`config.mk`:
```
export PLATFORM = sky130hd
export DESIGN_NAME = vpa_cell
export DESIGN_NICKNAME = d
export VERILOG_FILES = /design/src/rtl/variable_partition_allocator_unit_defines.svh /design/src/rtl/vpa_pkg.sv /design/src/rtl/vpa_cell.sv
export SDC_FILE = /design/constraint.sdc
export NUM_CORES = 1
export LEC_CHECK = 0
export BUFFER_PORTS_ARGS = -buffer_cell sky130_fd_sc_hd__buf_4
export CORE_AREA = 2 2 102 104
export CTS_CLUSTER_SIZE = 30
export DETAILED_ROUTE_END_ITERATION = 10
export DIE_AREA = 0 0 104 106
export GPL_TIMING_DRIVEN = 0
export PLACE_DENSITY_LB_ADDON = 0.08
export SETUP_SLACK_MARGIN = 0.4
export SLEW_MARGIN = 20
export SYNTH_ARGS = -nofsm -noshare
export SYNTH_HDL_FRONTEND = slang
export SYNTH_SLANG_ARGS = --single-unit
```
`constraint.sdc`:
```
create_clock -name i_clk -period 2.8 [get_ports i_clk]
set_input_delay 0.28 -clock i_clk [delete_from_list [all_inputs] [get_ports i_clk]]
set_output_delay 0.28 -clock i_clk [all_outputs]
set_load 0.05 [all_outputs]
```
`src/rtl/variable_partition_allocator_unit_defines.svh`:
```
// Assertion helpers shared by the allocator RTL
`ifndef VARIABLE_PARTITION_ALLOCATOR_UNIT_DEFINES_SVH
`define VARIABLE_PARTITION_ALLOCATOR_UNIT_DEFINES_SVH

`ifndef NO_ASSERTIONS
`define VPA_ASSERT_IMPLY(label, clk, rst_n, ante, cons, msg) \
    label: assert property (@(posedge clk) disable iff (!(rst_n)) (ante) |-> (cons)) \
        else $error(msg);
`define VPA_ASSERT_NEXT(label, clk, rst_n, ante, cons, msg) \
    label: assert property (@(posedge clk) disable iff (!(rst_n)) (ante) |=> (cons)) \
        else $error(msg);
`else
`define VPA_ASSERT_IMPLY(label, clk, rst_n, ante, cons, msg)
`define VPA_ASSERT_NEXT(label, clk, rst_n, ante, cons, msg)
`endif

`endif

```
`src/rtl/vpa_pkg.sv`:
```
package vpa_pkg;

    localparam int MAX_BLOCKS = 64;
    localparam int IDX_W      = 6;
    localparam int CNT_W      = 7;
    localparam int SIZE_W     = 16;
    localparam int ID_W       = 8;

    localparam logic [SIZE_W-1:0] RESET_TOTAL = 16'd1024;

    // opcodes
    localparam logic [1:0] OP_ALLOC   = 2'd0;
    localparam logic [1:0] OP_FREE    = 2'd1;
    localparam logic [1:0] OP_RESTART = 2'd2;

    // fit policies
    localparam logic [1:0] FIT_FIRST = 2'd0;
    localparam logic [1:0] FIT_BEST  = 2'd1;
    localparam logic [1:0] FIT_WORST = 2'd2;
    localparam logic [1:0] FIT_NEXT  = 2'd3;

    // register indexes
    localparam logic REG_FIT_POLICY   = 1'b0;
    localparam logic REG_MEMORY_TOTAL = 1'b1;

    // status codes
    localparam logic [3:0] STS_ALLOCATED    = 4'd0;
    localparam logic [3:0] STS_FAIL_FRAG    = 4'd1;
    localparam logic [3:0] STS_FAIL_SHORT   = 4'd2;
    localparam logic [3:0] STS_FREED        = 4'd3;
    localparam logic [3:0] STS_FREE_IGNORED = 4'd4;
    localparam logic [3:0] STS_DUPLICATE_ID = 4'd5;
    localparam logic [3:0] STS_ZERO_SIZE    = 4'd6;
    localparam logic [3:0] STS_RESTARTED    = 4'd7;
    localparam logic [3:0] STS_TABLE_FULL   = 4'd8;

    typedef struct packed {
        logic [SIZE_W-1:0] start;
        logic [SIZE_W-1:0] size;
        logic [ID_W-1:0]   owner;
        logic              used;
    } t_cell;

    typedef enum logic [1:0] {
        CMD_HOLD,
        CMD_ROT,
        CMD_EDIT
    } t_cmd_op;

    // broadcast to the cell row
    typedef struct packed {
        t_cmd_op          op;
        logic [IDX_W-1:0] pos;
        t_cell            wr;
        logic             ins;
        t_cell            ins_data;
        logic [1:0]       del;
    } t_cell_cmd;

endpackage

```
`src/rtl/vpa_cell.sv`:
```
module vpa_cell (
    input  logic                     i_clk,
    input  logic                     i_rst_n,
    input  logic [vpa_pkg::IDX_W-1:0] i_index,
    input  vpa_pkg::t_cell_cmd       i_cmd,
    input  vpa_pkg::t_cell           i_left,
    input  vpa_pkg::t_cell           i_right,
    input  vpa_pkg::t_cell           i_right2,
    output vpa_pkg::t_cell           o_cell
);
    import vpa_pkg::*;

    t_cell r_cell;
    t_cell n_cell;
    logic [IDX_W:0] w_idx;
    logic [IDX_W:0] w_pos;
    logic [IDX_W:0] w_pos1;

    assign w_idx  = {1'b0, i_index};
    assign w_pos  = {1'b0, i_cmd.pos};
    assign w_pos1 = w_pos + (IDX_W+1)'(1);

    always_comb begin
        n_cell = r_cell;
        case (i_cmd.op)
            CMD_ROT: begin
                n_cell = i_right;
            end
            CMD_EDIT: begin
                if (w_idx == w_pos) begin
                    n_cell = i_cmd.wr;
                end else if (i_cmd.ins && w_idx == w_pos1) begin
                    n_cell = i_cmd.ins_data;
                end else if (i_cmd.ins && w_idx > w_pos1) begin
                    n_cell = i_left;
                end else if (!i_cmd.ins && w_idx > w_pos && i_cmd.del == 2'd1) begin
                    n_cell = i_right;
                end else if (!i_cmd.ins && w_idx > w_pos && i_cmd.del == 2'd2) begin
                    n_cell = i_right2;
                end
            end
            default: begin
                n_cell = r_cell;
            end
        endcase
    end

    always_ff @(posedge i_clk) begin
        if (!i_rst_n) begin
            r_cell <= '{start: '0, size: RESET_TOTAL, owner: '0, used: 1'b0};
        end else begin
            r_cell <= n_cell;
        end
    end

    assign o_cell = r_cell;

endmodule

```
==> results of run 1 <==
stage by stage:
stage | cell area, um2 | cells | TNS, ps | util (%) | total power (uW)
finish | 6050 | 864 | 0 | 60.5 | 2110
global route | 6050 | 864 | 0 | 60.5 | 2210
CTS | 5980 | 864 | 0 | 59.8 | 2090
detailed placement | 5810 | 851 | -9990 | 58.1 | 1670
global placement | 5810 | 851 | -10100 | 58.1 | 1650
floorplan | 3660 | 451 | 0 | - | 1210
worst min path at each step:
| stage | slack (ps) | depth (start not counted) | to |
|---|---|---|---|
| 6_report | 180 | 3 | o_cell[36] |
| 5_1_grt | 180 | 3 | o_cell[36] |
| 4_1_cts | 180 | 3 | o_cell[36] |
| 3_5_place_dp | 460 | 1 | o_cell[38] |
| 3_3_place_gp | 450 | 1 | o_cell[0] |
| 2_1_floorplan | 410 | 2 | o_cell[10] |
cells in the final DEF, fill, tap and decap left out, drive strengths merged, types with 2 or more instances in the layout:
cell and n:
clkinv 2, a211oi 5, and2 4, a221o 8, o21ai 10, clkbuf 27, mux2 8, ha 14
nor2 33, nor2b 2, a31oi 5, o211ai 18, and4 2, buf 287, a21oi 13, nand3b 3
a211o 30, o211a 2, a222oi 25, o221ai 2, a21o 3, a22oi 6, mux2i 33, xnor2 4
nand4 25, a2bb2oi 8, nor3 2, nand3 14, or2 2, dfxtp 41, nor3b 8, nand2 62
inv 12
repair_timing:
| item | in CTS | in global routing |
|---|---|---|
| buffers inserted | 6 | 0 |
| resized for setup | 18 | 32 |
| setup endpoints to repair | 41 | 41 |
| pin swaps | 4 | 3 |
final cells by class:
type / instances / area (um2)
Sequential cell: 41 / 821
Multi-Input combinational cell: 359 / 2680
Clock inverter: 1 / 8.76
Buffer: 38 / 221
Tap cell: 136 / 170
Clock buffer: 6 / 72.6
Fill cell: 972 / 3950
Timing Repair Buffer: 270 / 2030
Inverter: 13 / 48.8
synth_stat cells, types with 2 or more instances:
master	instances	area, um2
a211o_1	30	263
a211oi_2	5	62.6
a21o_1	3	22.5
a21oi_1	13	65.1
a221o_1	8	80.1
a222oi_1	25	250
a22oi_1	6	45.0
a2bb2oi_1	8	70.1
a31oi_1	5	31.3
and2_1	4	25.0
and4_1	2	17.5
buf_2	6	30.0
buf_6	4	45.0
clkbuf_1	27	101
dfxtp_1	41	821
ha_1	14	175
inv_1	12	45.0
mux2_1	2	22.5
mux2_2	6	67.6
mux2i_1	33	330
nand2_1	62	233
nand3_1	13	65.1
nand3b_1	3	22.5
nand4_1	25	156
nor2_1	33	124
nor2b_1	2	12.5
nor3_1	2	10.0
nor3b_1	8	60.1
o211a_1	2	20.0
o211ai_1	18	135
o21ai_0	9	45.0
o221ai_1	2	17.5
xnor2_1	4	35.0
cell families (layout without fill, tap and decap cells):
| group | Yosys count | after routing |
|---|---|---|
| and+or+nand+nor | 157 | 157 |
| DFF | 41 | 41 |
| adders and majority gates | 14 | 14 |
| muxes | 41 | 41 |
| buffers and inverters | 51 | 328 |
| xor gates and xnor gates | 5 | 5 |
| AOI/OAI and AO/OA | 142 | 142 |
power breakdown:
part           switching [uW]  internal [uW]  total, uW
clock                     239            174        413
sequential               48.4            645        693
combinational             554            452       1010
total                     841           1270       2110
layer usage:
metal | part of all wire (%) | GRT usage [%] | up-vias | wire, um
met5 | 0 | 0 | - | 0
met4 | 2.5 | 9.27 | 0 | 405
met3 | 9.7 | 7.05 | 30 | 1590
met2 | 50 | 51.4 | 311 | 8160
met1 | 38 | 33.3 | 2286 | 6260
li1 | - | - | 2329 | -
worst max-delay path, delay by kind of cell:
family                   cells  cell delay [ps]
adder cells (fa/ha/maj)      2              480
XOR/XNOR                     1              140
AO/OA/AOI/OAI                3              600
buffers and inverters        2              300
AND/OR/NAND/NOR              4              730
==> qor.csv, run 1 <==
metric;value;unit
slew_violations;0;
layout_setup_ws;476;ps
htreeDepth;2;
synth_top_family_by_area;compound AO/OA/AOI/OAI gates;
cts_tree;built;
yosys.area_share.adder;4.82;%
cts_buffers;5;
clk_pin_slew_worst_paths;90;ps
yosys_most_used_dff;dfxtp_1;
fmax;430;MHz
rrSetupSlack;1880;ps
max-cap-violations;0;
r2r_cells;3;
place_ws;-357;ps
yosys.area_share.xor_xnor;1.20;%
largest_register_ffs;41;
syn_avg_cell_area;8.06;um2
r2r-end;o_cell[11];
ir_worst_vdd;0.000196;V
timing.rr.start;o_cell[11];
num_vias;4956;
dr.pass1.iters;7;
synth-seq-area-share;22.6;%
synthCells;451;
endpoint;o_cell[0];
synth_mux_area_share;11.6;%
outcome;finished clean;
core-area;0.0100;mm2
die_w;104;um
insertion_delay;300;ps
crit_slowest_cell;ha_1;
slew_headroom;56.3;%
path_max_fanout;7;
synth-compound-area-share;33.0;%
fin_nets;966;
netlist_area;0.00364;mm2
worstMarginPinSlew;654;ps
numPortBuffers;264;
synth-simple-area-share;20.6;%
synth_fp_nets;689;
boundaryPins;265;
end_kind;flip-flop;
startpoint_type;input pin;
crit_start;i_cmd[85];
root_buffer;clkbuf_8;
clock_path_buffers;2;
grt_pass1_vias;5124;
power_density;349;mW/mm2
worstPathRequired;2990;ps
setup_viol;0;
rows;37;
cts_sinks;41;
drc;0;
grt_pass1_wl;25700;um
finalClockSkew;0;ps
min_path_type;in2reg;
synth-edff-count;0;
slowest_delay;340;ps
holdCritStartpoint;i_cmd[38];
initial_utilization;36.4;%
grt_max_degree;13;
die_h;106;um
wirelength;16400;um
cp.arrival;2520;ps
drt_iter0_drc;439;
grt_setup_unrepaired;yes;
antenna_cells;0;
area_growth_syn_to_layout;66.4;%
leakage;0.00274;uW
drtAntennaViolNets;0;
drive_above_1_share;44.9;%
wire_per_inst;19.0;um
finalCriticalPeriod;2320;ps
ys_types;47;
holdWs;185;ps
path_cells;buf_4 -> ha_4 -> nand3_2 -> xnor2_1 -> ha_1 -> nand3_4 -> a21oi_4 -> o31ai_4 -> and4_1 -> buf_2 -> or2_4 -> a211o_1;
ys_seq_elements;41;
hpwl;12700;um
viasPerCell;5.74;
async_flop_share;0;%
antenna_found_initial;0;
finalCritPeriodShare;83.0;%
cts_hold_buf;0;
place_congestion;0.885;
finalHoldViolCount;0;
grt-ovfl-total;0;
die-area;0.0110;mm2
grt_use_total;28.6;%
yosys_warnings;0;
path_class;in2reg;
(Power assumes the default switching activity.)
==> run 2, diff against run 1 <==
--- a/config.mk
+++ b/config.mk
@@ -6,10 +6,10 @@
 export NUM_CORES = 1
 export LEC_CHECK = 0
 export BUFFER_PORTS_ARGS = -buffer_cell sky130_fd_sc_hd__buf_4
-export CORE_AREA = 2 2 102 104
+export CORE_AREA = 2 2 101 103
 export CTS_CLUSTER_SIZE = 30
 export DETAILED_ROUTE_END_ITERATION = 10
-export DIE_AREA = 0 0 104 106
+export DIE_AREA = 0 0 103 105
 export GPL_TIMING_DRIVEN = 0
 export PLACE_DENSITY_LB_ADDON = 0.08
 export SETUP_SLACK_MARGIN = 0.4
==> constraint.sdc (replaced) <==
create_clock -name i_clk -period 1.9 [get_ports i_clk]
set_input_delay 0.19 -clock i_clk [delete_from_list [all_inputs] [get_ports i_clk]]
set_output_delay 0.19 -clock i_clk [all_outputs]
set_load 0.05 [all_outputs]
==> qor.csv, run 2 (synthesized netlist as in run 1, its figures left out) <==
metric;value;unit
rrSetupSlack;980;ps
place_area;0.00591;mm2
antenna_found_initial;0;
end_kind;flip-flop;
layout_setup_ws;-329;ps
viasPerCell;5.78;
htreeDepth;2;
drive_above_1_share;48.6;%
r2r_cells;3;
slew_headroom;59.4;%
clock_path_buffers;2;
grt_pass1_vias;5014;
utilization;66.5;%
die_h;105;um
outcome;complete, but fails checks;
leakage;0.00290;uW
slew_violations;0;
startpoint_type;input pin;
numPortBuffers;264;
clk_pin_slew_worst_paths;90;ps
cts_buffers;5;
worstPathRequired;2090;ps
holdCritStartpoint;i_cmd[28];
largest_register_ffs;41;
cp.arrival;2420;ps
die_w;103;um
area_growth_syn_to_layout;76.3;%
r2r-end;o_cell[29];
grt-ovfl-total;0;
root_buffer;clkbuf_8;
finalClockSkew;0;ps
power_density;514;mW/mm2
min_to;o_cell[26];
cts_tree;built;
die-area;0.0108;mm2
ir_worst_vdd;0.000328;V
fmax;449;MHz
rows;36;
antenna_cells;0;
grt_max_degree;14;
layout_commonest_cell;buf_4;
finalHoldViolCount;0;
finalCritPeriodShare;117;%
initial_utilization;37.7;%
drtAntennaViolNets;0;
num_vias;5063;
finalCriticalPeriod;2230;ps
insertion_delay;300;ps
path_max_fanout;5;
setup_viol;41;
holdWs;96.5;ps
drc;0;
grt_setup_unrepaired;yes;
wire_per_inst;19.6;um
cts_sinks;41;
wirelength;17200;um
path_class;in2reg;
worstMarginPinSlew;607;ps
violations;setup timing;
boundaryPins;265;
dr.pass1.iters;9;
core-area;0.00964;mm2
grt_pass1_wl;25100;um
max-cap-violations;0;
grt_use_total;29.5;%
hold_path_depth;3;
timing.rr.start;o_cell[29];
min_path_type;in2reg;
fin_nets;980;
place_congestion;0.872;
final_cell_mix;buf_4, nand2_1, dfxtp_1;
place_ws;-1040;ps
hpwl;12800;um
drt_iter0_drc;324;
final_area;0.00641;mm2
-- run 2: stage by stage --
stage / setup TNS, ps / instances / power (uW)
2_1_floorplan: -11270 / 451 / 1820
6_report: -10690 / 876 / 3300
3_5_place_dp: -38270 / 848 / 2490
3_3_place_gp: -35790 / 848 / 2470
4_1_cts: -9630 / 868 / 3250
5_1_grt: -14090 / 876 / 3440
-- run 2: final cells by class --
type / count / area (um2)
Buffer: 38 / 285
Tap cell: 133 / 166
Inverter: 13 / 61.3
Clock inverter: 1 / 8.76
Timing Repair Buffer: 284 / 2200
Multi-Input combinational cell: 359 / 2770
Sequential cell: 41 / 821
Fill cell: 883 / 3230
Clock buffer: 7 / 96.3
-- run 2: how the worst max path moves through the flow --
stage	end	slack, ps	start
after floorplan	o_cell[0]	-330	i_cmd[85]
after global placement	o_cell[19]	-960	i_cmd[86]
after detailed placement	o_cell[19]	-1040	i_cmd[86]
after CTS	o_cell[36]	-270	i_cmd[86]
after global routing	o_cell[38]	-400	i_cmd[85]
final	o_cell[38]	-330	i_cmd[85]
-- run 2: power by group --
group / switching, uW / leakage [uW] / total (uW) / internal (uW)
logic: 852 / 0.00251 / 1580 / 733
registers: 71.9 / 0.000338 / 1020 / 950
clock network: 354 / 0.0000549 / 691 / 337
total: 1280 / 0.00290 / 3300 / 2020
-- run 2: timing repair --
| action | CTS | global route |
|---|---|---|
| hold buffers | 0 | 0 |
| resized for setup | 47 | 19 |
| pin swaps | 27 | 10 |
| setup buffers | 10 | 5 |
| setup endpoints to repair | 41 | 41 |
| gates cloned | 2 | 3 |
-- run 2: critical path: stages --
cell      delay (ps)
buf_12            90
inv_6             30
nor3_4           170
xnor2_1          140
ha_1             300
buf_4            160
a21oi_2          120
nand2_2          110
o31ai_4          320
a2111o_1         260
buf_4            130
buf_6            120
a211oi_2          50
a211o_1          230
-- run 2: per-layer routing --
metal	GRT usage [%]	share of wire, %	routed length (um)
met5	0	0	0
met4	12.4	3.6	622
met3	7.29	9.1	1570
met2	51.9	51	8710
met1	33.1	37	6300
