<file path="src/rtl/variable_partition_allocator_unit_defines.svh">
// Assertion helpers shared by the allocator RTL
`ifndef VARIABLE_PARTITION_ALLOCATOR_UNIT_DEFINES_SVH
`define VARIABLE_PARTITION_ALLOCATOR_UNIT_DEFINES_SVH

`ifndef NO_ASSERTIONS
`define VPA_ASSERT_IMPLY(label, clk, rst_n, ante, cons, msg) \
    label: assert property (@(posedge clk) disable iff (!(rst_n)) (ante) |-> (cons)) \
        else $error(msg);
`define VPA_ASSERT_NEXT(label, clk, rst_n, ante, cons, msg) \
    label: assert property (@(posedge clk) disable iff (!(rst_n)) (ante) |=> (cons)) \
        else $error(msg);
`else
`define VPA_ASSERT_IMPLY(label, clk, rst_n, ante, cons, msg)
`define VPA_ASSERT_NEXT(label, clk, rst_n, ante, cons, msg)
`endif

`endif

</file>
<file path="src/rtl/vpa_pkg.sv">
package vpa_pkg;

    localparam int MAX_BLOCKS = 64;
    localparam int IDX_W      = 6;
    localparam int CNT_W      = 7;
    localparam int SIZE_W     = 16;
    localparam int ID_W       = 8;

    localparam logic [SIZE_W-1:0] RESET_TOTAL = 16'd1024;

    // opcodes
    localparam logic [1:0] OP_ALLOC   = 2'd0;
    localparam logic [1:0] OP_FREE    = 2'd1;
    localparam logic [1:0] OP_RESTART = 2'd2;

    // fit policies
    localparam logic [1:0] FIT_FIRST = 2'd0;
    localparam logic [1:0] FIT_BEST  = 2'd1;
    localparam logic [1:0] FIT_WORST = 2'd2;
    localparam logic [1:0] FIT_NEXT  = 2'd3;

    // register indexes
    localparam logic REG_FIT_POLICY   = 1'b0;
    localparam logic REG_MEMORY_TOTAL = 1'b1;

    // status codes
    localparam logic [3:0] STS_ALLOCATED    = 4'd0;
    localparam logic [3:0] STS_FAIL_FRAG    = 4'd1;
    localparam logic [3:0] STS_FAIL_SHORT   = 4'd2;
    localparam logic [3:0] STS_FREED        = 4'd3;
    localparam logic [3:0] STS_FREE_IGNORED = 4'd4;
    localparam logic [3:0] STS_DUPLICATE_ID = 4'd5;
    localparam logic [3:0] STS_ZERO_SIZE    = 4'd6;
    localparam logic [3:0] STS_RESTARTED    = 4'd7;
    localparam logic [3:0] STS_TABLE_FULL   = 4'd8;

    typedef struct packed {
        logic [SIZE_W-1:0] start;
        logic [SIZE_W-1:0] size;
        logic [ID_W-1:0]   owner;
        logic              used;
    } t_cell;

    typedef enum logic [1:0] {
        CMD_HOLD,
        CMD_ROT,
        CMD_EDIT
    } t_cmd_op;

    // broadcast to the cell row
    typedef struct packed {
        t_cmd_op          op;
        logic [IDX_W-1:0] pos;
        t_cell            wr;
        logic             ins;
        t_cell            ins_data;
        logic [1:0]       del;
    } t_cell_cmd;

endpackage

</file>
<file path="src/rtl/vpa_util_div.sv">
module vpa_util_div (
    input  logic                       i_clk,
    input  logic                       i_rst_n,
    input  logic                       i_start,
    input  logic [vpa_pkg::SIZE_W-1:0] i_used,
    input  logic [vpa_pkg::SIZE_W-1:0] i_total,
    output logic                       o_done,
    output logic [6:0]                 o_util
);
    import vpa_pkg::*;

    logic [22:0] r_rem;
    logic [22:0] r_sh;
    logic [6:0]  r_q;
    logic [2:0]  r_cnt;
    logic        r_busy;
    logic        r_done;
    logic [22:0] w_prod;
    logic        w_ge;

    // used * 100 = used*64 + used*32 + used*4
    assign w_prod = 23'({i_used, 6'b0}) + 23'({i_used, 5'b0}) + 23'({i_used, 2'b0});
    assign w_ge   = (r_rem >= r_sh);

    always_ff @(posedge i_clk) begin
        if (!i_rst_n) begin
            r_busy <= 1'b0;
            r_done <= 1'b0;
            r_cnt  <= '0;
            r_q    <= '0;
            r_rem  <= '0;
            r_sh   <= '0;
        end else begin
            r_done <= 1'b0;
            if (i_start) begin
                r_q <= '0;
                if (i_total == '0) begin
                    r_done <= 1'b1;
                end else if (i_used >= i_total) begin
                    r_q    <= 7'd100;
                    r_done <= 1'b1;
                end else begin
                    r_rem  <= w_prod;
                    r_sh   <= {1'b0, i_total, 6'b0};
                    r_cnt  <= 3'd6;
                    r_busy <= 1'b1;
                end
            end else if (r_busy) begin
                if (w_ge) begin
                    r_rem <= r_rem - r_sh;
                end
                r_q  <= {r_q[5:0], w_ge};
                r_sh <= {1'b0, r_sh[22:1]};
                r_cnt <= r_cnt - 3'd1;
                if (r_cnt == 3'd0) begin
                    r_busy <= 1'b0;
                    r_done <= 1'b1;
                end
            end
        end
    end

    assign o_done = r_done;
    assign o_util = r_q;

endmodule

</file>
<file path="config.mk">
export PLATFORM = sky130hd
export DESIGN_NAME = vpa_util_div
export DESIGN_NICKNAME = d
export VERILOG_FILES = /design/src/rtl/variable_partition_allocator_unit_defines.svh /design/src/rtl/vpa_pkg.sv /design/src/rtl/vpa_util_div.sv
export SDC_FILE = /design/constraint.sdc
export NUM_CORES = 1
export LEC_CHECK = 0
export ABC_CLOCK_PERIOD_IN_PS = 3300
export BUFFER_PORTS_ARGS = -buffer_cell sky130_fd_sc_hd__buf_2
export CORE_ASPECT_RATIO = 2
export CORE_MARGIN = 4
export CORE_UTILIZATION = 55
export CTS_BUF_LIST = sky130_fd_sc_hd__clkbuf_16
export DETAILED_ROUTE_END_ITERATION = 12
export GPL_TIMING_DRIVEN = 1
export HOLD_SLACK_MARGIN = 0.03
export PLACE_DENSITY = 0.76
export SETUP_SLACK_MARGIN = 0.02
export SYNTH_ARGS = -nofsm -noshare
export SYNTH_HDL_FRONTEND = slang
export SYNTH_SLANG_ARGS = --single-unit
</file>
<file path="constraint.sdc">
create_clock -name i_clk -period 3.3 [get_ports i_clk]
set_input_delay 0.66 -clock i_clk [delete_from_list [all_inputs] [get_ports i_clk]]
set_output_delay 0.66 -clock i_clk [all_outputs]
set_load 0.05 [all_outputs]
</file>
==> flow_metrics.env, run 1 <==
export IMPL_status="completed"
export IMPL_rsz0062_at_grt="no"
export IMPL_ir_worst_vdd_mv=0.392
export IMPL_syn_area_per_cell_um2=8.25
export IMPL_ys_top_cells_by_area="dfxtp_1, ha_1, fa_1"
export IMPL_worst_setup_path_start_kind="input pin"
export IMPL_place_inst=764
export IMPL_grtUsageTotal_pct=28.9
export IMPL_synth_commonest_cells="ha_1, nand2_1, dfxtp_1"
export IMPL_dieArea_um2=10900
export IMPL_synth_top_area_cell="dfxtp_1"
export IMPL_drc_errors=0
export IMPL_skew_ns=0.00439
export IMPL_ys_seq_area_share_pct=22.4
export IMPL_nets=783
export IMPL_cts_max_path_buffers=2
export IMPL_vias=4999
export IMPL_cts_hold_repair_buffers=0
export IMPL_netlist_area_um2=5090
export IMPL_insertion_delay_ns=0.33
export IMPL_cts_root_buf="clkbuf_16"
export IMPL_p_total_w=0.00372
export IMPL_final_setup_worst_slack_ns=0.140
export IMPL_syn_inst=617
export IMPL_die_w_um=76.0
export IMPL_ant_nets=0
export IMPL_synthMostInstantiatedCell="ha_1"
export IMPL_fin_util_pct=65.3
export IMPL_worst_pin_slew_ns=0.798
export IMPL_drive_gt1_share_pct=15.3
export IMPL_vias_per_cell=6.41
export IMPL_drv_cap=0
export IMPL_ys_types=61
export IMPL_synth_edf_count=0
export IMPL_synth_top_area_share_pct=22.4
export IMPL_yosys_warnings=0
export IMPL_ys_flop_type="dfxtp_1"
export IMPL_critical_path_class="in -> reg"
export IMPL_ys_seq_elements=57
export IMPL_slowest_delay_ns=0.48
export IMPL_antenna_found_initial=0
export IMPL_max_freq_mhz=316
export IMPL_hpwl_um=12200
export IMPL_crit_path_end_kind="flip-flop"
export IMPL_cts_sinks=57
export IMPL_power_density_nw_per_um2=632
export IMPL_period_share_pct=95.8
export IMPL_drtIter0Drc=365
export IMPL_globalplace_congestion=0.920
export IMPL_area_growth_synth_to_final_pct=15.7
export IMPL_drv_slew=0
export IMPL_whs_ns=0.473
export IMPL_drt_pass1_iterations=5
export IMPL_wl_met1_um=5240
export IMPL_synth_async_reset_ratio_pct=0
export IMPL_die_h_um=144
export IMPL_grt_max_degree=63
export IMPL_grt_pass1_wl_um=24900
export IMPL_h_tree_depth=3
export IMPL_regArea_um2=1140
export IMPL_cp_arrival_ns=3.40
export IMPL_p_leak_nw=2.81
export IMPL_grt_overflow=0
export IMPL_grt_pass1_vias=5114
export IMPL_ios=43
export IMPL_diodes=0
export IMPL_top_layer="met4"
export IMPL_finalSetupViolCount=0
export IMPL_portBuffers=42
export IMPL_hp_class="reg -> reg"
export IMPL_syn_num_nets=726
export IMPL_wirelength_um=15800
export IMPL_slowest_stage="fa_1"
export IMPL_coreArea_um2=9010
export IMPL_crit_path_max_fanout=3
export IMPL_cts_tree="built"
export IMPL_wl_per_cell_um=20.2
export IMPL_dpl_worst_slack_ns=-0.292
export IMPL_cp_data_required_time_ns=3.54
export IMPL_fillCellCount=782
export IMPL_worstPathCellList="buf_2 -> buf_4 -> fa_1 -> ha_1 -> o21ai_0 -> o21ai_1 -> nand2_1 -> a311oi_2 -> a31o_2 -> a31oi_1 -> xor2_1 -> a221oi_1"
export IMPL_route_met3_wl_um=661
export IMPL_multi_input_area_um2=3640
export IMPL_path_clk_slew_ns=0.05
export IMPL_hold_violations=0
export IMPL_cts_inserted_buffers=9
export IMPL_route_met2_wl_um=8520
export IMPL_period_minus_slack_ns=3.16
export IMPL_initial_core_util_pct=56.5
export IMPL_num_rows=49
export IMPL_layout_cells_non_filler=780
export IMPL_slew_headroom_pct=46.8
## cell usage in the layout (no fill, tap or decap), drive strengths merged, types with 4 or more instances in the layout
cell	n
nand4	6
a21oi	38
o21bai	4
fa	14
a31oi	7
xnor2	15
o211a	21
clkbuf	9
nand3	7
o31ai	4
nor2b	13
nor4	8
a221oi	5
ha	60
o21a	12
mux2i	9
nor2	30
nand2	59
a211oi	8
xor2	15
nand2b	10
o211ai	22
nor3	13
dfxtp	57
a22oi	7
a21o	17
buf	76
or3	4
o21ai	35
inv	54
## final cells by class
class	count	area share [%]
flip-flops and latches	57	19.4
repair buffers	76	8.12
multi-input cells	477	61.9
well taps	102	2.17
inverters	53	3.38
clock buffers	9	3.82
clock inverters	6	1.27
## logic make-up after synthesis
group,share of synthesized area [%]
AO/OA/AOI/OAI,28.9
adder cells (fa/ha/maj),20.3
XOR/XNOR,5.16
AND/OR/NAND/NOR,14.8
buffers and inverters,6.69
flip-flops,22.4
multiplexers,1.77
## per-layer routing
metal / track usage (%) / vias up
met5: 0 / -
li1: - / 2356
met2: 53.7 / 166
met4: 24.4 / 0
met1: 26.6 / 2408
met3: 5.30 / 69
## stage by stage
stage / TNS [ns] / area [um^2]
final: 0 / 5890
after global routing: 0 / 5890
after CTS: 0 / 5850
after detailed placement: -1.07 / 5550
after global placement: -0.663 / 5550
after floorplan: 0 / 5090
## power by group
part	switching, W	internal, W	leakage [nW]
Combinational	0.00112	0.000818	2.19
Clock	0.000314	0.000645	0.149
Sequential	0.0000533	0.000775	0.468
## worst paths after layout
kind	start	endpoint	slack, ns	cells past startpoint
worst max-delay path	i_used[2]	r_rem[21]$_SDFFE_PN0P_	0.14	12
worst min-delay path	r_rem[11]$_SDFFE_PN0P_	r_rem[11]$_SDFFE_PN0P_	0.47	2
worst max register to register	r_rem[0]$_SDFFE_PN0P_	r_rem[16]$_SDFFE_PN0P_	0.19	12
worst min register to register	r_rem[11]$_SDFFE_PN0P_	r_rem[11]$_SDFFE_PN0P_	0.47	2
## sequential cells by signal (all words and copies together) (netlist names)
register  cells
r_rem        23
r_busy        1
o_util        7
o_done        1
r_cnt         3
r_sh         22
## critical path, delay by kind of cell
kind	cells	cell delay (ns)
AOI/OAI and AO/OA	6	1.32
xor gates and xnor gates	1	0.16
adders and majority gates	2	0.86
buffers and inverters	2	0.27
and+or+nand+nor	1	0.13
## repair_timing
item | 4_1_cts | 5_1_grt
setup buffers | 0 | 1
setup endpoints to repair | 0 | 5
resized for setup | 0 | 8
Note: power is estimated with default switching activity, not from simulation.
==> inputs of run 2 (changes only) <==
==> constraint.sdc (replaced) <==
create_clock -name i_clk -period 3.3 [get_ports i_clk]
set_input_delay 0 -clock i_clk [delete_from_list [all_inputs] [get_ports i_clk]]
set_output_delay 0 -clock i_clk [all_outputs]
set_load 0.05 [all_outputs]
==> run 2 against run 1 <==
Net effect: flip-flop and latch count stayed put; via count is 2.8% lower; largest cell class unchanged; cell area is 3.9% lower; die area stayed put; global-route usage is 0.95 points lower; critical endpoint is now r_rem[4]$_SDFFE_PN0P_; largest power group unchanged; total power is 4.4% lower; count of clock-buffer cells in the layout stayed put.
==> flow_metrics.env, run 2 (synthesis results as in run 1) <==
export IMPL_cp_arrival_ns=3.23
export IMPL_layout_commonest_cell="ha_1"
export IMPL_power_density_nw_per_um2=628
export IMPL_grt_overflow=0
export IMPL_final_cell_mix="ha_1, nand2_1, dfxtp_1, inv_1, buf_2"
export IMPL_die_w_um=76.0
export IMPL_cts_repair_resized=0
export IMPL_die_h_um=144
export IMPL_globalplace_congestion=0.890
export IMPL_cp_data_required_time_ns=3.53
export IMPL_period_share_pct=91.0
export IMPL_area_growth_synth_to_final_pct=11.3
export IMPL_initial_core_util_pct=56.5
export IMPL_p_leak_nw=2.67
export IMPL_ant_nets=0
export IMPL_nets=760
export IMPL_wl_per_cell_um=19.7
export IMPL_grt_pass1_vias=4947
export IMPL_slew_headroom_pct=36.5
export IMPL_dpl_worst_slack_ns=0.260
export IMPL_diodes=0
export IMPL_final_setup_worst_slack_ns=0.298
export IMPL_ir_worst_vdd_mv=0.421
export IMPL_wirelength_um=14900
export IMPL_postLayoutCellArea_um2=5660
export IMPL_dieArea_um2=10900
export IMPL_cts_inserted_buffers=9
export IMPL_num_rows=49
export IMPL_h_tree_depth=3
export IMPL_skew_ns=0.00428
export IMPL_status="completed"
export IMPL_cts_tree="built"
export IMPL_antenna_found_initial=0
export IMPL_hp_class="in -> reg"
export IMPL_cts_hold_repair_buffers=1
export IMPL_place_inst=741
export IMPL_worst_setup_path_start_kind="flip-flop"
export IMPL_cts_root_buf="clkbuf_16"
export IMPL_dpl_cell_area_um2=5380
export IMPL_fillCellCount=823
export IMPL_drive_gt1_share_pct=11.3
export IMPL_max_freq_mhz=333
export IMPL_drv_slew=0
export IMPL_path_clk_slew_ns=0.05
export IMPL_ios=43
export IMPL_critical_path_class="reg -> reg"
export IMPL_crit_path_max_fanout=36
export IMPL_coreArea_um2=9010
export IMPL_rsz0062_at_grt="no"
export IMPL_worst_pin_slew_ns=0.952
export IMPL_grt_max_degree=64
export IMPL_layout_cells_non_filler=757
export IMPL_cts_sinks=57
export IMPL_grtUsageTotal_pct=27.9
export IMPL_cts_max_path_buffers=2
export IMPL_vias_per_cell=6.42
export IMPL_portBuffers=42
export IMPL_largest_reg_flops=23
export IMPL_hpwl_um=11700
export IMPL_hold_violations=0
export IMPL_finalSetupViolCount=0
export IMPL_crit_path_end_kind="flip-flop"
export IMPL_drv_cap=0
export IMPL_drt_pass1_iterations=5
export IMPL_grt_pass1_wl_um=23900
export IMPL_setup_tns_ns=0
export IMPL_drc_errors=0
export IMPL_largest_register="r_rem"
export IMPL_insertion_delay_ns=0.34
export IMPL_drtIter0Drc=253
export IMPL_period_minus_slack_ns=3.00
export IMPL_post_cts_setup_buffers=0
export IMPL_vias=4857
==> run 2: cell count changes in the layout (fill, tap and decap cells not counted), sizes merged <==
| cell | previous run | this run |
|---|---|---|
| inv | 54 | 53 |
| dlygate4sd3 | 0 | 1 |
| clkinv | 3 | 5 |
| buf | 76 | 52 |
| bufinv | 2 | 1 |
==> run 2: layer usage <==
metal  wire length [um]  up-vias  global-route usage, %
met2               8190      139                   52.1
met1               5140     2340                   27.2
li1                   -     2317                      -
met5                  0        -                      0
met3                504       61                   4.05
met4               1100        0                   21.2
==> run 2: area by class of cell <==
| cell class | count | area (um^2) | area share, % |
|---|---|---|---|
| Tap cell | 102 | 128 | 2.25 |
| Clock buffer | 9 | 225 | 3.98 |
| Sequential cell | 57 | 1140 | 20.2 |
| Multi-Input combinational cell | 477 | 3610 | 63.8 |
| Inverter | 53 | 199 | 3.51 |
| Clock inverter | 6 | 50.0 | 0.884 |
| Timing Repair Buffer | 53 | 308 | 5.44 |
==> run 2: final timing paths <==
kind / start / endpoint / slack, ns / cells after the start
hold / removal: i_total[11] / r_sh[17]$_SDFFE_PN0P_ / 0.06 / 4
hold reg to reg: r_cnt[2]$_SDFFE_PN0P_ / r_cnt[2]$_SDFFE_PN0P_ / 0.46 / 2
setup / recovery: r_sh[13]$_SDFFE_PN0P_ / r_rem[4]$_SDFFE_PN0P_ / 0.30 / 11
setup reg to reg: r_sh[13]$_SDFFE_PN0P_ / r_rem[4]$_SDFFE_PN0P_ / 0.30 / 11
==> run 2: worst max-delay path: stages (launching register included) <==
cell and delay, ns:
dfxtp_1 0.34, inv_1 0.09, ha_1 0.45, nand4_1 0.18, or4_1 0.55, o31a_1 0.25
o31ai_1 0.07, a21o_2 0.21, o21a_1 0.17, buf_12 0.20, o311ai_0 0.20, o211a_1 0.19
==> run 2: stage by stage <==
stage               utilization (%)  hold slack [ns]  total power, W
global route                   62.8           0.0991         0.00379
finish                         62.8           0.0585         0.00356
floorplan                         -            0.145         0.00218
global placement               59.7            0.296         0.00259
detailed placement             59.7            0.309         0.00264
CTS                            62.8           0.0578         0.00354
==> run 2: report_power, final <==
part | internal, W | switching [W]
clock network | 0.000567 | 0.000333
registers | 0.000774 | 0.0000499
logic | 0.000763 | 0.00107
total | 0.00210 | 0.00145
==> inputs of run 3 (changes only) <==
ABC_CLOCK_PERIOD_IN_PS = 3270   (was 3300)
CORE_MARGIN = 1   (was 4)
CORE_UTILIZATION = 59   (was 55)
CTS_BUF_LIST = sky130_fd_sc_hd__clkbuf_4   (was sky130_fd_sc_hd__clkbuf_16)
PLACE_DENSITY = 0.78   (was 0.76)
clock period = 3.27 ns   (was 3.3 ns; I/O delays follow)
==> run 3 against run 2 <==
Net effect: count of clock-buffer cells in the layout up 1; global-route usage is 6.2 points higher; clock skew increased by 0.021 ns; total power down 5.7%; cell area up 0.91%; utilization increased by 6.1 points; largest cell class unchanged; highest routed layer unchanged.
==> flow_metrics.env, run 3 (synthesis results as in run 1) <==
export IMPL_num_rows=47
export IMPL_combPwrFrac_pct=54.7
export IMPL_grt_max_degree=64
export IMPL_die_h_um=133
export IMPL_drtIter0Drc=430
export IMPL_cts_sinks=57
export IMPL_ant_nets=0
export IMPL_power_density_nw_per_um2=587
export IMPL_period_minus_slack_ns=2.88
export IMPL_ff2ff_path_depth=11
export IMPL_drc_errors=0
export IMPL_final_setup_worst_slack_ns=0.386
export IMPL_slew_headroom_pct=35.5
export IMPL_setup_tns_ns=0
export IMPL_drv_slew=0
export IMPL_largest_reg_flops=23
export IMPL_grtUsageTotal_pct=34.1
export IMPL_globalplace_congestion=0.935
export IMPL_hp_class="in -> reg"
export IMPL_die_w_um=67.7
export IMPL_fin_util_pct=68.9
export IMPL_hpwl_um=11100
export IMPL_multi_input_area_um2=3610
export IMPL_switchingPower_w=0.00140
export IMPL_insertion_delay_ns=0.45
export IMPL_final_cell_mix="ha_1, nand2_1, dfxtp_1, inv_1, buf_2"
export IMPL_crit_path_max_fanout=8
export IMPL_period_share_pct=88.2
export IMPL_nets=775
export IMPL_cts_tree="built"
export IMPL_portBuffers=42
export IMPL_p_clk_share_pct=20.5
export IMPL_pwr_share_seq_pct=24.8
export IMPL_skew_ns=0.0256
export IMPL_cts_inserted_buffers=9
export IMPL_wl_per_cell_um=19.0
export IMPL_path_clk_slew_ns=0.11
export IMPL_p_int_w=0.00195
export IMPL_h_tree_depth=3
export IMPL_rsz0062_at_grt="no"
export IMPL_grt_pass1_wl_um=22500
export IMPL_cts_root_buf="clkbuf_4"
export IMPL_swShare_pct=41.7
export IMPL_finalSetupViolCount=0
export IMPL_dpl_worst_slack_ns=0.241
export IMPL_post_cts_setup_buffers=0
export IMPL_vias=4932
export IMPL_wirelength_um=14600
export IMPL_hold_violations=0
export IMPL_hold_depth=5
export IMPL_cp_arrival_ns=3.24
export IMPL_dieArea_um2=9020
export IMPL_coreArea_um2=8290
export IMPL_drv_cap=0
export IMPL_cp_data_required_time_ns=3.62
export IMPL_ir_worst_vdd_mv=0.417
export IMPL_p_leak_nw=2.69
export IMPL_fillCellCount=670
export IMPL_largest_register="r_rem"
export IMPL_regArea_um2=1140
export IMPL_crit_path_end_kind="flip-flop"
export IMPL_grt_overflow=0
export IMPL_vias_per_cell=6.41
export IMPL_ios=43
export IMPL_area_growth_synth_to_final_pct=12.3
export IMPL_layout_commonest_cell="ha_1"
export IMPL_initial_core_util_pct=61.4
export IMPL_cts_hold_repair_buffers=15
export IMPL_postLayoutCellArea_um2=5710
export IMPL_grt_pass1_vias=4792
export IMPL_drt_pass1_iterations=6
export IMPL_status="completed"
export IMPL_p_total_w=0.00335
export IMPL_max_freq_mhz=347
export IMPL_critical_path_class="reg -> reg"
export IMPL_drive_gt1_share_pct=11.8
export IMPL_antenna_found_initial=1
export IMPL_worst_pin_slew_ns=0.967
export IMPL_dpl_cell_area_um2=5380
export IMPL_cts_max_path_buffers=2
export IMPL_worst_setup_path_start_kind="flip-flop"
export IMPL_cts_repair_resized=0
-- run 3: cell types whose count changed in the layout (fill, tap and decap cells not counted) --
cell           delta
clkbuf_16         -9
clkinv_1          -3
bufinv_16         +2
clkinvlp_4        +1
clkbuf_4         +10
dlygate4sd3_1    +14
diode_2           +1
buf_4             +1
-- run 3: power groups by stage --
stage | clock, W | combinational, W | sequential, W
6_report | 0.000686 | 0.00183 | 0.000831
5_1_grt | 0.000722 | 0.00201 | 0.000840
4_1_cts | 0.000699 | 0.00182 | 0.000830
3_5_place_dp | 0 | 0.00179 | 0.000846
3_3_place_gp | 0 | 0.00177 | 0.000841
2_1_floorplan | 0 | 0.00136 | 0.000844
-- run 3: metal layers --
metal,routed length [um],track usage [%],up-vias
li1,-,-,2344
met1,5160,34.4,2332
met2,7680,58.5,187
met3,607,5.05,69
met4,1200,27.7,0
met5,0,0,-
-- run 3: layout make-up --
cell class	instances	share of cell area [%]
Clock buffer	10	1.31
Timing Repair Buffer	68	7.97
Inverter	53	3.48
Sequential cell	57	20.0
Multi-Input combinational cell	477	63.2
Antenna cell	1	0.0438
Tap cell	98	2.15
Clock inverter	6	1.86
-- run 3: through the flow --
stage | cells | hold slack [ns]
floorplan | 617 | 0.145
global placement | 738 | 0.278
detailed placement | 738 | 0.287
CTS | 769 | 0.0488
global route | 770 | 0.0676
finish | 770 | 0.0559
-- run 3: worst max-delay path, cell delays in order (launching register included) --
cell	delay, ns
dfxtp_1	0.41
inv_1	0.06
ha_1	0.37
nand4_1	0.14
or4_1	0.57
o31a_1	0.25
o31ai_1	0.06
a21o_2	0.20
o21a_1	0.20
buf_4	0.18
o21ai_0	0.09
a221oi_1	0.25
-- run 3: path summary, 6_finish.rpt --
kind                                 end                    from  slack (ns)
hold / removal     r_rem[2]$_SDFFE_PN0P_               i_used[0]        0.06
hold reg to reg   r_rem[11]$_SDFFE_PN0P_  r_rem[11]$_SDFFE_PN0P_        0.48
setup reg to reg  r_rem[19]$_SDFFE_PN0P_    r_sh[6]$_SDFFE_PN0P_        0.39
setup / recovery  r_rem[19]$_SDFFE_PN0P_    r_sh[6]$_SDFFE_PN0P_        0.39
